## config.mk

```make
export PLATFORM = sky130hd
export DESIGN_NAME = dns_qname_hex_label_encoder
export DESIGN_NICKNAME = d
export VERILOG_FILES = /design/src/dqhe_pkg.sv /design/src/dns_qname_hex_label_encoder.sv /design/src/dqhe_fifo.sv /design/src/dqhe_front.sv /design/src/dqhe_back.sv
export SDC_FILE = /design/constraint.sdc
export NUM_CORES = 1
export LEC_CHECK = 0
export ABC_AREA = 1
export BUFFER_PORTS_ARGS = -buffer_cell sky130_fd_sc_hd__buf_2
export CORE_MARGIN = 1
export CORE_UTILIZATION = 53
export CTS_CLUSTER_DIAMETER = 120
export CTS_CLUSTER_SIZE = 25
export DETAILED_ROUTE_END_ITERATION = 12
export GPL_TIMING_DRIVEN = 0
export PLACE_DENSITY_LB_ADDON = 0.2
export RECOVER_POWER = 25
export SLEW_MARGIN = 40
export SYNTH_ARGS = -nofsm -noshare
export SYNTH_HDL_FRONTEND = slang
export SYNTH_SLANG_ARGS = --single-unit
export TNS_END_PERCENT = 5
```

## constraint.sdc

```tcl
create_clock -name clk -period 4 [get_ports clk]
set_clock_uncertainty 0.15 [all_clocks]
set_input_delay 0.2 -clock clk [delete_from_list [all_inputs] [get_ports clk]]
set_output_delay 0.2 -clock clk [all_outputs]
set_load 0.005 [all_outputs]
```

## src/dqhe_pkg.sv

```systemverilog
`default_nettype none

package dqhe_pkg;

    // One input word: a payload byte or a host character.
    typedef struct packed {
        logic [7:0] data_byte;
        logic       is_host;
        logic [6:0] payload_total;
        logic       name_end;
    } item_t;

    // One output word of the encoded name.
    typedef struct packed {
        logic [7:0] out_byte;
        logic       is_last;
        logic       overflow;
    } result_t;

    // Operations that the front end hands to the back end.
    typedef enum logic [1:0] {
        OP_STORE,
        OP_STORE_FLUSH,
        OP_FLUSH,
        OP_CLOSE
    } op_t;

    // One command word in the queue between front and back.
    typedef struct packed {
        op_t        op;
        logic [7:0] chr;
        logic [5:0] addr;
        logic [5:0] len;
        logic       ovf;
        logic       first;
    } cmd_t;

    // Front end step within one input word.
    typedef enum logic [1:0] {
        FS_FIRST,
        FS_SECOND,
        FS_CLOSE
    } fr_step_t;

    // Back end sequencer states.
    typedef enum logic [1:0] {
        BK_IDLE,
        BK_LEN,
        BK_CHAR,
        BK_CLOSE
    } bk_state_t;

    localparam int         QUEUE_DEPTH = 4;
    localparam logic [6:0] MAX_OUT     = 7'd64;
    localparam logic [5:0] LIMIT_RESET = 6'd63;
    localparam logic [5:0] LIMIT_MIN   = 6'd2;
    localparam logic [7:0] DOT_CHAR    = 8'h2E;
    localparam logic [7:0] END_BYTE    = 8'h00;

    localparam logic [7:0] HEX_DIGITS [16] = '{
        8'h30, 8'h31, 8'h32, 8'h33, 8'h34, 8'h35, 8'h36, 8'h37,
        8'h38, 8'h39, 8'h41, 8'h42, 8'h43, 8'h44, 8'h45, 8'h46
    };

    // Upper-case hex character of one nibble.
    function automatic logic [7:0] hex_char(input logic [3:0] nib);
        return HEX_DIGITS[nib];
    endfunction

endpackage

`default_nettype wire

```

## src/dns_qname_hex_label_encoder.sv

```systemverilog
`default_nettype none

// DNS question-name encoder. Words enter through a queue-style port (push/full)
// and encoded name bytes leave through another (empty/pop). A payload word
// (is_host low) becomes two upper-case hex characters; the hex text is cut into
// labels of label_limit-1 characters while more than label_limit characters
// remain, then one label for the rest. Host characters are split at dots, and
// host labels longer than LABEL_DEPTH-1 characters are truncated and flagged
// through overflow. Each label leaves as a length byte followed by its
// characters; a host word with name_end closes the name with a zero byte
// marked by is_last. label_limit is written through cfg_valid/cfg_ready/cfg_data
// (reset 63, values 0 and 1 act as 2); the user must write it only while the
// block is idle, as the block itself does not enforce this. The front end
// issues one step at a time (two per payload word, one to three per host word).
// The back end owns the label memory and sets the sustained rate: it stores
// each character, then streams a label out while the result queue has room.
// The label memory needs no clearing pass after reset.
module dns_qname_hex_label_encoder #(
    parameter int LABEL_DEPTH = 63
) (
    input  wire logic                clk,
    input  wire logic                rst_n,
    input  wire logic                push,
    input  wire dqhe_pkg::item_t     item,
    output logic                     full,
    input  wire logic                cfg_valid,
    output logic                     cfg_ready,
    input  wire logic [5:0]          cfg_data,
    output dqhe_pkg::result_t        result,
    output logic                     empty,
    input  wire logic                pop
);

    import dqhe_pkg::*;

    localparam int QCW = $clog2(QUEUE_DEPTH + 1);

    cmd_t            cmd_in, cmd_out;
    logic            cmd_wr, cmd_full, cmd_rd, cmd_empty;
    logic [QCW-1:0]  cmd_count;

    // Front end: classifies words and issues store, flush and close commands.
    dqhe_front #(
        .LABEL_DEPTH (LABEL_DEPTH)
    ) u_front (
        .clk       (clk),
        .rst_n     (rst_n),
        .push      (push),
        .item      (item),
        .full      (full),
        .cfg_valid (cfg_valid),
        .cfg_ready (cfg_ready),
        .cfg_data  (cfg_data),
        .cmd_wr    (cmd_wr),
        .cmd       (cmd_in),
        .cmd_full  (cmd_full)
    );

    // Command queue between the two halves.
    dqhe_fifo #(
        .T     (cmd_t),
        .DEPTH (QUEUE_DEPTH)
    ) u_cmd_fifo (
        .clk   (clk),
        .rst_n (rst_n),
        .wr    (cmd_wr),
        .wdata (cmd_in),
        .full  (cmd_full),
        .rd    (cmd_rd),
        .rdata (cmd_out),
        .empty (cmd_empty),
        .count (cmd_count)
    );

    // Back end: label memory and output sequencing.
    dqhe_back #(
        .LABEL_DEPTH (LABEL_DEPTH)
    ) u_back (
        .clk       (clk),
        .rst_n     (rst_n),
        .cmd       (cmd_out),
        .cmd_empty (cmd_empty),
        .cmd_rd    (cmd_rd),
        .result    (result),
        .empty     (empty),
        .pop       (pop)
    );

    // The queue level is not needed on this side.
    logic unused_count;
    assign unused_count = ^cmd_count;

endmodule

`default_nettype wire

```

## src/dqhe_fifo.sv

```systemverilog
`default_nettype none

module dqhe_fifo #(
    parameter type T     = logic [7:0],
    parameter int  DEPTH = 4
) (
    input  wire logic                       clk,
    input  wire logic                       rst_n,
    input  wire logic                       wr,
    input  wire T                           wdata,
    output logic                            full,
    input  wire logic                       rd,
    output T                                rdata,
    output logic                            empty,
    output logic [$clog2(DEPTH+1)-1:0]      count
);

    localparam int PW = (DEPTH > 1) ? $clog2(DEPTH) : 1;
    localparam int CW = $clog2(DEPTH + 1);

    T                slots [DEPTH];
    logic [PW-1:0]   wptr_reg, wptr_next;
    logic [PW-1:0]   rptr_reg, rptr_next;
    logic [CW-1:0]   count_reg, count_next;
    logic            do_wr, do_rd;

    assign full  = (count_reg == CW'(DEPTH));
    assign empty = (count_reg == '0);
    assign count = count_reg;
    assign rdata = slots[rptr_reg];
    assign do_wr = wr && !full;
    assign do_rd = rd && !empty;

    // Pointer and fill count update.
    always_comb
    begin
        wptr_next  = wptr_reg;
        rptr_next  = rptr_reg;
        count_next = count_reg;
        if (do_wr)
        begin
            wptr_next = (wptr_reg == PW'(DEPTH - 1)) ? '0 : wptr_reg + 1'b1;
        end
        if (do_rd)
        begin
            rptr_next = (rptr_reg == PW'(DEPTH - 1)) ? '0 : rptr_reg + 1'b1;
        end
        if (do_wr && !do_rd)
        begin
            count_next = count_reg + 1'b1;
        end
        else if (!do_wr && do_rd)
        begin
            count_next = count_reg - 1'b1;
        end
    end

    always_ff @(posedge clk or negedge rst_n)
    begin
        if (!rst_n)
        begin
            wptr_reg  <= '0;
            rptr_reg  <= '0;
            count_reg <= '0;
        end
        else
        begin
            wptr_reg  <= wptr_next;
            rptr_reg  <= rptr_next;
            count_reg <= count_next;
        end
    end

    // Storage slots need no reset.
    always_ff @(posedge clk)
    begin
        if (do_wr)
        begin
            slots[wptr_reg] <= wdata;
        end
    end

endmodule

`default_nettype wire

```

## src/dqhe_front.sv

```systemverilog
`default_nettype none

module dqhe_front #(
    parameter int LABEL_DEPTH = 63
) (
    input  wire logic          clk,
    input  wire logic          rst_n,
    input  wire logic          push,
    input  wire dqhe_pkg::item_t item,
    output logic               full,
    input  wire logic          cfg_valid,
    output logic               cfg_ready,
    input  wire logic [5:0]    cfg_data,
    output logic               cmd_wr,
    output dqhe_pkg::cmd_t     cmd,
    input  wire logic          cmd_full
);

    import dqhe_pkg::*;

    localparam logic [5:0] DEPTH6 = 6'(LABEL_DEPTH);
    localparam logic [5:0] TRUNC6 = 6'(LABEL_DEPTH - 1);

    item_t            item_reg;
    logic             busy_reg, busy_next;
    fr_step_t         step_reg, step_next;
    logic             first_reg, first_next;
    logic [5:0]       fill_reg, fill_next;
    logic [6:0]       pdone_reg, pdone_next;
    logic             ovf_reg, ovf_next;
    logic [5:0]       limit_reg;

    logic [5:0]        lim, lim_m1, fill_inc;
    logic signed [9:0] chars_after, start_pos, rem;
    logic              hex_flush, adv, last, accept;
    logic [3:0]        nib;

    assign cfg_ready = 1'b1;

    // Effective chunk limit, raised to LIMIT_MIN and clamped to the label store.
    always_comb
    begin
        lim = limit_reg;
        if (limit_reg < LIMIT_MIN)
        begin
            lim = LIMIT_MIN;
        end
        else if (limit_reg > DEPTH6)
        begin
            lim = DEPTH6;
        end
        lim_m1 = lim - 6'd1;
    end

    // Hex label sizing: position of the open label within the hex text.
    always_comb
    begin
        fill_inc    = fill_reg + 6'd1;
        chars_after = signed'({2'b00, pdone_reg, 1'b0}) + 10'sd1
                      + signed'({9'd0, (step_reg == FS_SECOND)});
        start_pos   = chars_after - signed'({4'd0, fill_inc});
        rem         = signed'({2'b00, item_reg.payload_total, 1'b0}) - start_pos;
        if (rem >= 10'sd2 && rem <= signed'({4'd0, lim}))
        begin
            hex_flush = signed'({4'd0, fill_inc}) >= rem;
        end
        else
        begin
            hex_flush = fill_inc >= lim_m1;
        end
        nib = (step_reg == FS_SECOND) ? item_reg.data_byte[3:0] : item_reg.data_byte[7:4];
    end

    // Command generation, one step per cycle while the command queue is not full.
    always_comb
    begin
        adv        = busy_reg && !cmd_full;
        cmd        = '{op: OP_STORE, chr: item_reg.data_byte, addr: fill_reg,
                       len: fill_reg, ovf: ovf_reg, first: first_reg};
        cmd_wr     = 1'b0;
        last       = 1'b0;
        fill_next  = fill_reg;
        pdone_next = pdone_reg;
        ovf_next   = ovf_reg;

        if (!item_reg.is_host)
        begin
            // Payload byte: high nibble, then low nibble.
            cmd.chr = hex_char(nib);
            cmd.op  = hex_flush ? OP_STORE_FLUSH : OP_STORE;
            cmd.len = fill_inc;
            cmd_wr  = adv;
            last    = (step_reg == FS_SECOND);
            if (adv)
            begin
                fill_next = hex_flush ? 6'd0 : fill_inc;
                if (last)
                begin
                    pdone_next = pdone_reg + 7'd1;
                end
            end
        end
        else
        begin
            case (step_reg)
                FS_FIRST:
                begin
                    // Host character: split at dots, truncate long labels.
                    last = !item_reg.name_end;
                    if (item_reg.data_byte == DOT_CHAR)
                    begin
                        cmd.op = OP_FLUSH;
                        cmd_wr = adv && (fill_reg != 6'd0);
                        if (adv)
                        begin
                            fill_next = 6'd0;
                        end
                    end
                    else if (fill_reg < TRUNC6)
                    begin
                        cmd_wr = adv;
                        if (adv)
                        begin
                            fill_next = fill_inc;
                        end
                    end
                    else if (adv)
                    begin
                        ovf_next = 1'b1;
                    end
                end
                FS_SECOND:
                begin
                    // Closing: send the open label, if any.
                    cmd.op = OP_FLUSH;
                    cmd_wr = adv && (fill_reg != 6'd0);
                    if (adv)
                    begin
                        fill_next = 6'd0;
                    end
                end
                FS_CLOSE:
                begin
                    cmd.op = OP_CLOSE;
                    cmd_wr = adv;
                    last   = 1'b1;
                    if (adv)
                    begin
                        fill_next  = 6'd0;
                        pdone_next = 7'd0;
                        ovf_next   = 1'b0;
                    end
                end
                default:
                begin
                    last = 1'b1;
                end
            endcase
        end
    end

    // Input handshake: a new word may enter as the last step issues.
    always_comb
    begin
        full       = busy_reg && !(adv && last);
        accept     = push && !full;
        busy_next  = busy_reg;
        step_next  = step_reg;
        first_next = cmd_wr ? 1'b0 : first_reg;
        if (adv && !last)
        begin
            step_next = (step_reg == FS_FIRST) ? FS_SECOND : FS_CLOSE;
        end
        if (adv && last)
        begin
            busy_next = 1'b0;
        end
        if (accept)
        begin
            busy_next  = 1'b1;
            first_next = 1'b1;
            step_next  = FS_FIRST;
        end
    end

    always_ff @(posedge clk or negedge rst_n)
    begin
        if (!rst_n)
        begin
            busy_reg  <= 1'b0;
            step_reg  <= FS_FIRST;
            first_reg <= 1'b0;
            fill_reg  <= 6'd0;
            pdone_reg <= 7'd0;
            ovf_reg   <= 1'b0;
            limit_reg <= LIMIT_RESET;
        end
        else
        begin
            busy_reg  <= busy_next;
            step_reg  <= step_next;
            first_reg <= first_next;
            fill_reg  <= fill_next;
            pdone_reg <= pdone_next;
            ovf_reg   <= ovf_next;
            if (cfg_valid && cfg_ready)
            begin
                limit_reg <= cfg_data;
            end
        end
    end

    // Held input word.
    always_ff @(posedge clk)
    begin
        if (accept)
        begin
            item_reg <= item;
        end
    end

endmodule

`default_nettype wire

```

## src/dqhe_back.sv

```systemverilog
`default_nettype none

module dqhe_back #(
    parameter int LABEL_DEPTH = 63
) (
    input  wire logic            clk,
    input  wire logic            rst_n,
    input  wire dqhe_pkg::cmd_t  cmd,
    input  wire logic            cmd_empty,
    output logic                 cmd_rd,
    output dqhe_pkg::result_t    result,
    output logic                 empty,
    input  wire logic            pop
);

    import dqhe_pkg::*;

    localparam int AW  = (LABEL_DEPTH > 1) ? $clog2(LABEL_DEPTH) : 1;
    localparam int OCW = $clog2(QUEUE_DEPTH + 1);

    logic [7:0]      label_mem [LABEL_DEPTH];
    logic [7:0]      rdata_reg;

    bk_state_t       state_reg, state_next;
    logic [5:0]      len_reg, len_next;
    logic [5:0]      idx_reg, idx_next;
    logic            bovf_reg, bovf_next;
    logic [6:0]      cnt_reg, cnt_next;
    logic            pend_reg, pend_next;
    logic            pkeep_reg, pkeep_next;
    logic            povf_reg, povf_next;

    logic            mem_we, mem_re, room, keep;
    logic            opush, ofull;
    result_t         oword;
    logic [OCW-1:0]  ocount;

    // A slot must be free for each word already in flight from the memory.
    assign room = ((OCW+1)'(ocount) + (OCW+1)'(pend_reg)) < (OCW+1)'(QUEUE_DEPTH);
    assign keep = cnt_reg < MAX_OUT;

    // Sequencer: store characters, stream a label out of the memory, or close the name.
    always_comb
    begin
        state_next = state_reg;
        len_next   = len_reg;
        idx_next   = idx_reg;
        bovf_next  = bovf_reg;
        cnt_next   = cnt_reg;
        pend_next  = 1'b0;
        pkeep_next = pkeep_reg;
        povf_next  = povf_reg;
        cmd_rd     = 1'b0;
        mem_we     = 1'b0;
        mem_re     = 1'b0;
        opush      = pend_reg && pkeep_reg;
        oword      = '{out_byte: rdata_reg, is_last: 1'b0, overflow: povf_reg};

        case (state_reg)
            BK_IDLE:
            begin
                if (!cmd_empty)
                begin
                    cmd_rd    = 1'b1;
                    len_next  = cmd.len;
                    bovf_next = cmd.ovf;
                    if (cmd.first)
                    begin
                        cnt_next = 7'd0;
                    end
                    case (cmd.op)
                        OP_STORE:
                        begin
                            mem_we = 1'b1;
                        end
                        OP_STORE_FLUSH:
                        begin
                            mem_we     = 1'b1;
                            state_next = BK_LEN;
                        end
                        OP_FLUSH:
                        begin
                            state_next = BK_LEN;
                        end
                        OP_CLOSE:
                        begin
                            state_next = BK_CLOSE;
                        end
                        default:
                        begin
                            state_next = BK_IDLE;
                        end
                    endcase
                end
            end
            BK_LEN:
            begin
                if (room)
                begin
                    opush      = keep;
                    oword      = '{out_byte: {2'b00, len_reg}, is_last: 1'b0,
                                   overflow: bovf_reg};
                    cnt_next   = keep ? cnt_reg + 7'd1 : cnt_reg;
                    idx_next   = 6'd0;
                    state_next = BK_CHAR;
                end
            end
            BK_CHAR:
            begin
                if (room)
                begin
                    mem_re     = 1'b1;
                    pend_next  = 1'b1;
                    pkeep_next = keep;
                    povf_next  = bovf_reg;
                    cnt_next   = keep ? cnt_reg + 7'd1 : cnt_reg;
                    idx_next   = idx_reg + 6'd1;
                    if (idx_reg == len_reg - 6'd1)
                    begin
                        state_next = BK_IDLE;
                    end
                end
            end
            BK_CLOSE:
            begin
                if (room)
                begin
                    opush      = keep;
                    oword      = '{out_byte: END_BYTE, is_last: 1'b1, overflow: bovf_reg};
                    cnt_next   = keep ? cnt_reg + 7'd1 : cnt_reg;
                    state_next = BK_IDLE;
                end
            end
            default:
            begin
                state_next = BK_IDLE;
            end
        endcase
    end

    always_ff @(posedge clk or negedge rst_n)
    begin
        if (!rst_n)
        begin
            state_reg <= BK_IDLE;
            len_reg   <= 6'd0;
            idx_reg   <= 6'd0;
            bovf_reg  <= 1'b0;
            cnt_reg   <= 7'd0;
            pend_reg  <= 1'b0;
            pkeep_reg <= 1'b0;
            povf_reg  <= 1'b0;
        end
        else
        begin
            state_reg <= state_next;
            len_reg   <= len_next;
            idx_reg   <= idx_next;
            bovf_reg  <= bovf_next;
            cnt_reg   <= cnt_next;
            pend_reg  <= pend_next;
            pkeep_reg <= pkeep_next;
            povf_reg  <= povf_next;
        end
    end

    // Label memory: one write port, one registered read port.
    always_ff @(posedge clk)
    begin
        if (mem_we)
        begin
            label_mem[cmd.addr[AW-1:0]] <= cmd.chr;
        end
        if (mem_re)
        begin
            rdata_reg <= label_mem[idx_reg[AW-1:0]];
        end
    end

    // Result queue toward the consumer.
    dqhe_fifo #(
        .T     (result_t),
        .DEPTH (QUEUE_DEPTH)
    ) u_out_fifo (
        .clk   (clk),
        .rst_n (rst_n),
        .wr    (opush),
        .wdata (oword),
        .full  (ofull),
        .rd    (pop),
        .rdata (result),
        .empty (empty),
        .count (ocount)
    );

    // The room check keeps the queue from ever filling past its last slot.
    logic unused_full;
    assign unused_full = ofull;

endmodule

`default_nettype wire
```

; Yosys cells after proc, flatten, opt, wreduce, memory -nomap -nowiden
; Memories as Yosys holds them, arrays and structs flattened. A register that Yosys moved wholly into a read port is not among the register bits.
; Cells that the tools add are included.
[totals]
regBits = 80
latchBits = 0
ramBits = 640
rom_bits = 128
memories = 4
[op_classes]
n_addsub = 19
multipliers = 0
div_mod_pow = 0
magnitude_cmp = 10
eq_ne = 33
shift = 0
muxes = 84
bitwise_logic = 2
reduce_logical = 56
[memory_table]
columns = name, words, width, read_ports, rd_ports_with_merged_regs, write_ports, line
row1 = u_back.label_mem, 63, 8, 1, 1, 1, dqhe_back.sv:21  ; logic [7:0] label_mem [LABEL_DEPTH];
row2 = (name not given), 16, 8, 1, 0, 0, dqhe_pkg.sv:67  ; return HEX_DIGITS[nib];
row3 = u_cmd_fifo.slots, 4, 24, 1, 0, 1, dqhe_fifo.sv:21  ; T slots [DEPTH];
row4 = u_back.u_out_fifo.slots, 4, 10, 1, 0, 1, dqhe_fifo.sv:21
[ops]
columns = op, n
row1 = $mux W6, 12
row2 = $mux W7, 9
row3 = $mux W1, 29
row4 = $mux W2, 14
row5 = $mux W8, 3
row6 = $pmux W6 S2, 2
row7 = $mux W10, 2
row8 = $pmux W10 S2, 1
row9 = $eq A2 B2 Y1 const B, 9
row10 = $reduce_bool A2 Y1, 9
row11 = $logic_and A1 B1 Y1, 16
row12 = $ne A2 B1 Y1 const B, 8
row13 = $add A7 B1 Y7 const B, 2
row14 = $pmux W7 S2, 1
row15 = $add A6 B1 Y6 const B, 2
row16 = $logic_not A1 Y1, 12
row17 = $mux W3, 4
row18 = $reduce_and A6 Y1, 2
row19 = $sub A6 B1 Y6 const B, 2
row20 = $add A10 B2 Y10, 1
row21 = $ge A10 B3 Y1 const B, 1
row22 = $ge A7 B10 Y1, 1
row23 = $le A10 B7 Y1, 1
row24 = $ne A2 B2 Y1 const B, 5
row25 = 37 further kinds, 56

; Depth between registers and ports, before layout
; Gate-level depths: netlist of the first run.
[logic_depth]
ltp_word = 12
mapped_depth = 30
ltp_nobuf = 29

; By module
; From an unflattened synthesis of the first run, not the netlist that was laid out.
[unflattened]
cells_unflattened = 3001
area_unflattened_um2 = 32608.8
[by_module_without_submodules]
columns = module, instances, cells_per_inst, area_per_inst_um2, seq_area_each_um2
row1 = dqhe_back, 1, 1980, 22425.3, 16000.3
row2 = dqhe_fifo at u_cmd_fifo, 1, 341, 4370.4, 3057.9
row3 = dqhe_front, 1, 503, 3727.3, 1118.6
row4 = dqhe_fifo at u_back.u_out_fifo, 1, 177, 2085.8, 1376.3

; Least setup slack after synthesis of the first run
; OpenSTA, ideal clock, no wires.
[synth_timing]
kind = reg2reg
from = reg u_front.fill_reg[1]
to = mem u_cmd_fifo.slots[0][22] (netlist name), data pin
setup_time_ns = 0.179
arrival_ns = 3.773
slack_ns = -0.102
path_stages_with_launch = 26
n_path_buf = 0
synth_period_minus_slack_ns = 4.102
path_cell_list = dfrtp_1 -> ha_1 -> xor2_1 -> inv_1 -> ha_1 -> fa_1 -> inv_1 -> ha_1 -> nand2_2 -> nor2_1 -> nand2_1 -> nand3_1 -> nand2_1 -> nand2_1 -> inv_1 -> ha_1 -> nand2_1 -> nor2_1 -> nand3_1 -> nand2_1 -> nand2_1 -> nor2_1 -> nand4_1 -> nand2_1 -> nand2_4 -> a21oi_1
[synth_rtl]
columns = item, line
row1 = start: declaration, dqhe_front.sv:28  ; logic [5:0] fill_reg, fill_next;
row2 = start signal: assignment, dqhe_front.sv:203  ; fill_reg <= fill_next;
row3 = end: declaration, dqhe_fifo.sv:21

==> run metrics, run 1 <==
core area=just under 0.06 mm^2; Sink Count=around 730; number of global-route vias before repair=about 21,000; Mapped Nets=roughly 2,800; post-synth cell types=57; Post-Layout Inst Area=0.0348 mm^2; via count=between 20,000 and 25,000; top cell type's share of synthesized area=63.8%; worst slew pin tran=approximately 2700 ps; Synth Flop Type=edfxtp_1; Initial DRC Count=around 2,900; fmax=roughly 250 MHz; total grt overflow=0; dpl ws=-749 ps; CP startpoint=u_front.fill_reg[0]; Clk Latency, worst-skew pair=roughly 580 ps; Static Leak=12.2 nW; number of flops mapped to enable cells by yosys=665; Worst Path Required=roughly 4300 ps; failing checks=capacitance limit, slew limit, setup timing; Antenna Violating Nets Remaining=0; TritonCTS clock tree=done; mux cell area share after synthesis=less than 1%; synthesized cell area=~0.031 mm^2; port buffer count=39; I/O pin count=41; startpoint types=flop; Final Max Tran Viols=63; cells after synthesis=around 2,700; largest family of logic cells by synthesized area=simple AND/OR/NAND/NOR gates; DRT Pass-1 Iters=8; worst ir drop on vdd=0.636 mV; Reg2Reg Depth=26; Routability Congestion=0.950; Synth area leader=edfxtp_1; Arr. time, crit path=4350 ps; final WL=86,100 um; Die Y=between 200 and 250 um; DR DRC count=0; Layout area overhead=11.1%; number of flip-flops in the largest register=about 500; Post-Synth Adder-Cell Area=roughly 2.7%; flop2flop setup slack=-70 ps; max cap viols=2; Setup crit end=u_cmd_fifo.slots[2][22]; sequential element share of the synthesized area=slightly below 70%; unrepaired setup endpoints after global routing=true; final hold slack=a little under 30 ps; number of diodes=0; reg2reg end=u_cmd_fifo.slots[2][22]; all-layer global routing usage=roughly 29%; Synth area leaders=edfxtp_1, o21ai_0, nor2_1, dfrtp_1, nand2_1; worst-path maximum fanout=7; NumNets Final=2,927; Fin. Hold Viols=0; layout cell share with drive strength beyond 1=10.4%; Slew HR=-77.8%; async set or reset register ratio after synthesis=8.65%; placement-stage cell area=0.0332 mm^2; HP Class=input pin to flop; Initial Util=a little over half; status=finished with violations; CTS root buffer=clkbuf_16; initial antenna violation count=0; Avg Cell Area, Syn=between 10 and 15 um^2; most frequent cell after synthesis=edfxtp_1; Ys Warns=0; DP HPWL=between 60,000 and 70,000 um; Fill cells=about 4,600; min cycle time layout=~4100 ps; largest net degree at the start of global routing=55; DR WL/cell=roughly 24 um; vias per cell=about 6.0; Post-synth top cells=edfxtp_1, nor2_1, o21ai_0; Power Density=~790 mW/mm^2; H-tree depth=2; post-synthesis compound-gate area fraction=between 10 and 15%; total CTS buffers=35; first-pass GRT wire length=between 100,000 and 150,000 um; die width=245 um; register bit total from synthesis=approximately 730; final setup vio count=4; xor-xnor portion of the synthesized cell area=0.555%; Crit Path Class=flop to flop; Rows=around 90; simple-gate area share of the yosys netlist=about an eighth; die area=between 0.06 and 0.07 mm^2; nature of the critical path endpoint=flop; CTS max path bufs=3; Final Cycle Share=102%; reg-to-reg startpoint=u_front.fill_reg[0]; Clk pin slew, worst setup/hold paths=approximately 100 ps; setup ws final=-70.1 ps
## kinds of logic (layout without fill, tap and decap cells)
group,after synthesis,count (layout)
AOI/OAI and AO/OA,610,610
xor gates and xnor gates,19,19
adders and majority gates,65,65
buffers and inverters,333,519
DFF,728,728
muxes,2,2
other,1,1
and+or+nand+nor,904,904
## metal layers
metal  track usage (%)  vias up  routed length [um]
li1                  -     9839                   -
met1              38.2    10600               33200
met2              47.8     1160               41600
met3              4.07      183                7930
met4              11.0        0                3410
met5                 0        -                   0
## how the worst min path moves through the flow
stage / from / endpoint / slack [ps] / depth (start not counted)
after floorplan: rst_n / u_back.bovf_reg / -250 / 0
after detailed placement: rst_n / u_front.pdone_reg[6] / -130 / 1
after CTS: cfg_valid / u_front.limit_reg[5] / 4 / 3
after global routing: cfg_valid / u_front.limit_reg[3] / 130 / 3
after global placement: item[15] / u_front.item_reg[15] / 230 / 1
final: cfg_valid / u_front.limit_reg[3] / 30 / 3
## per-stage QoR
stage                     setup TNS, ps  instances  util (%)  power, W
after floorplan                       0       2662         -    0.0182
after global placement         -1417710       3466      56.0    0.0206
after detailed placement          -6770       3496      57.2    0.0226
after CTS                          -232       3610      60.1    0.0272
after global routing              -2420       3613      59.9    0.0288
final                              -279       3613      59.9    0.0274
## worst max-delay path, stage by stage (launching register included)
cell	delay, ps
dfrtp_2	470
ha_4	210
xor2_4	170
inv_1	80
ha_2	200
fa_1	520
inv_2	50
ha_4	300
nand2_4	70
nor2_4	90
nand2_2	60
buf_4	130
nand4_1	110
nand2_2	90
inv_2	80
ha_4	210
nand2_4	70
inv_1	40
nand2_1	60
nand3_2	70
nand2_2	70
nand2_1	50
nor2_1	80
nand4_1	100
nand2_2	90
nand2_4	100
a21oi_4	170
## timing repair
action,4_1_cts,5_1_grt
buffers inserted,27,3
hold endpoints to repair,107,0
resized for setup,36,12
pin swaps,24,15
hold buffers,36,0
endpoints found under the setup margin,10,10
## power by group
| part | switching, W | internal, W | total, W |
|---|---|---|---|
| Combinational | 0.00819 | 0.00384 | 0.0120 |
| Clock | 0.00232 | 0.00165 | 0.00397 |
| Sequential | 0.000398 | 0.0110 | 0.0114 |
| Total | 0.0109 | 0.0164 | 0.0274 |
## placed cells by master, fill, tap and decap left out, types with 4 or more instances in the layout
| cell | synthesis | routed |
|---|---|---|
| buf_4 | 9 | 31 |
| a32oi_1 | 4 | 4 |
| clkinv_1 | 4 | 4 |
| ha_1 | 59 | 51 |
| fa_1 | 6 | 6 |
| nand3_1 | 93 | 89 |
| o22ai_1 | 100 | 98 |
| o221ai_1 | 51 | 51 |
| o21bai_1 | 4 | 4 |
| nor2_2 | 14 | 43 |
| buf_8 | 0 | 20 |
| nor2_4 | 1 | 6 |
| buf_6 | 5 | 9 |
| o211ai_1 | 25 | 25 |
| nand3_2 | 4 | 8 |
| nor3_1 | 22 | 22 |
| inv_1 | 182 | 178 |
| dfrtp_1 | 57 | 54 |
| inv_2 | 10 | 13 |
| xnor2_1 | 7 | 7 |
| nand2_4 | 1 | 6 |
| nand2_2 | 16 | 18 |
| ha_4 | 0 | 7 |
| buf_2 | 30 | 53 |
| nor2_1 | 435 | 401 |
| buf_1 | 4 | 4 |
| xor2_1 | 11 | 10 |
| edfxtp_1 | 665 | 665 |
| o21ai_0 | 347 | 352 |
| dlygate4sd3_1 | 0 | 36 |
| a21oi_1 | 43 | 40 |
| a21boi_4 | 0 | 4 |
| a21oi_2 | 7 | 9 |
| dfstp_2 | 6 | 5 |
| nand4_1 | 27 | 27 |
| nand2_1 | 282 | 275 |
| clkbuf_16 | 0 | 35 |
| clkbuf_1 | 88 | 123 |
## area by class of cell
type / instances / area, um^2 / area share, %
flip-flops and latches: 728 / 21600 / 62.0
repair buffers: 135 / 1180 / 3.39
clock inverters: 3 / 36.3 / 0.104
plain buffers: 136 / 617 / 1.77
inverters: 197 / 743 / 2.14
multi-input cells: 1601 / 8770 / 25.2
clock buffers: 48 / 925 / 2.66
well taps: 765 / 957 / 2.75
No activity file was read; power rests on OpenSTA's default activity.
==> run 2: changes to the inputs <==
- CORE_UTILIZATION: 53 -> 40
==> run 2 against run 1 <==
  * Highest routed layer unchanged
  * Critical path depth grew 2
  * Critical path type unchanged
  * Setup slack better by 84 ps
  * Register-to-register slack improved by 80 ps
  * Sequential share of layout area shrank 1.3 points
  * Largest cell class unchanged
  * The flow finishes with violations (capacitance limit, slew limit)
==> run metrics, run 2 (same netlist as run 1, synthesis figures left out) <==
most common cell after layout, fill and taps aside=edfxtp_1; Clk pin slew, worst setup/hold paths=90 ps; first-pass GRT wire length=roughly 130,000 um; gr busiest metal=met2; Antenna Violating Nets Remaining=0; Die Y=approximately 280 um; via count=about 22,000; number of flip-flops in the largest register=a little over 500; Layout Cells excl Fill=between 3,000 and 4,000; H-tree depth=2; largest net degree at the start of global routing=between 50 and 60; Final Cycle Share=approximately 100%; all-layer global routing usage=between 20% and 30%; worst stage delay on the critical path=520 ps; total CTS buffers=35; Finished Core Util=45.9%; Crit Path Class=flop to flop; Static Leak=12.3 nW; DR WL/cell=23.3 um; Fin. Hold Viols=0; GR Util met3=about 2.8%; port buffer count=39; worst ir drop on vdd=around 0.53 mV; met2 usage=38.2%; layout cell share with drive strength beyond 1=12.7%; die width=282 um; min cycle time layout=approximately 4000 ps; Initial Util=roughly two fifths; nature of the critical path endpoint=flop; Sink Count=about 730; met1 Use GR=about 31%; number of global-route vias before repair=21,100; commonest non-fill, non-tap cells in the layout=edfxtp_1, nor2_1, o21ai_0; Final Max Tran Viols=between 50 and 60; Initial DRC Count=approximately 2,500; DRT Pass-1 Iters=6; startpoint types=flop; CTS root buffer=clkbuf_16; Arr. time, crit path=4270 ps; Worst Path Required=4280 ps; Crit path top cell by count=nand2_2; Power Density=approximately 800 mW/mm^2; status=finished with violations; worst-path maximum fanout=7; die area=between 0.07 and 0.08 mm^2; final WL=between 90,000 and 100,000 um; final hold slack=roughly 19 ps; total grt overflow=0; fmax=between 200 and 300 MHz; Slew HR=-75.1%; vias per cell=5.53; initial antenna violation count=1; DR DRC count=0; Clk Latency, worst-skew pair=roughly 600 ps; Rows=approximately 100; CP delay by family, top=simple AND/OR/NAND/NOR gates; Crit-path slowest cell=fa_1; DP HPWL=between 60,000 and 70,000 um; CTS max path bufs=3; TritonCTS clock tree=done; HP Class=input pin to flop; number of diodes=0; I/O pin count=roughly 40; worst slew pin tran=approximately 2600 ps; Layout area overhead=13.5%; Routability Congestion=around 0.94; unrepaired setup endpoints after global routing=true; core area=slightly below 0.08 mm^2; max cap viols=1; failing checks=capacitance limit, slew limit; Inst Count DP=approximately 3,800; NumNets Final=2,929; final setup vio count=0; Critical path buffers and inverters=5
run 2: layout make-up:
| type | count | area [um^2] |
|---|---|---|
| tap | 1040 | 1300 |
| inverter | 197 | 746 |
| multi-input combinational | 1601 | 8980 |
| clock buffer | 49 | 950 |
| buffer | 136 | 636 |
| fill | 7092 | 41900 |
| sequential | 728 | 21600 |
| clock inverter | 4 | 50.0 |
| timing repair buffer | 137 | 1320 |
run 2: path summary, 6_finish.rpt:
path,start,to,slack [ps],depth (start not counted)
min reg2reg,u_back.povf_reg,u_back.povf_reg,360,2
max reg2reg,u_front.fill_reg[2],u_cmd_fifo.slots[2][22],10,28
max in group asynchronous,rst_n,u_front.fill_reg[3],620,3
min,cfg_valid,u_front.limit_reg[2],20,3
max,u_front.fill_reg[2],u_cmd_fifo.slots[2][22],10,28
min in group asynchronous,rst_n,u_front.limit_reg[0],280,2
run 2: layer usage:
| layer | wire length, um | vias up |
|---|---|---|
| li1 | - | 9833 |
| met1 | 37400 | 10700 |
| met2 | 43500 | 860 |
| met3 | 6540 | 144 |
| met4 | 3050 | 0 |
| met5 | 0 | - |
run 2: worst register-to-register path, delay by kind of cell, from the launching register on:
family	cells	cell delay, ps
xor+xnor	1	140
flops	1	400
fa+ha+maj	3	1090
simple gates	18	1430
buf+inv	5	450
compound gates	1	190
run 2: timing repair:
action,in CTS,in global routing
pin swaps,24,20
hold endpoints to repair,107,0
setup buffers,26,4
endpoints found under the setup margin,10,10
hold buffers,37,0
resized for setup,56,14
run 2: per-stage QoR:
step	worst slack [ps]	total power (W)	cell area (um^2)	TNS [ps]
6_report	13.6	0.0283	35500	0
5_1_grt	-232	0.0298	35500	-1960
4_1_cts	2.72	0.0279	35400	0
3_5_place_dp	-835	0.0229	33600	-7480
3_3_place_gp	-3320	0.0208	32800	-1481150
2_1_floorplan	37.2	0.0182	31300	0
run 2: power by group:
group	internal [W]	leakage (nW)	switching [W]	total [W]
logic	0.00424	5.03	0.00857	0.0128
registers	0.0109	6.81	0.000402	0.0113
clock network	0.00170	0.482	0.00243	0.00413
total	0.0169	12.3	0.0114	0.0283
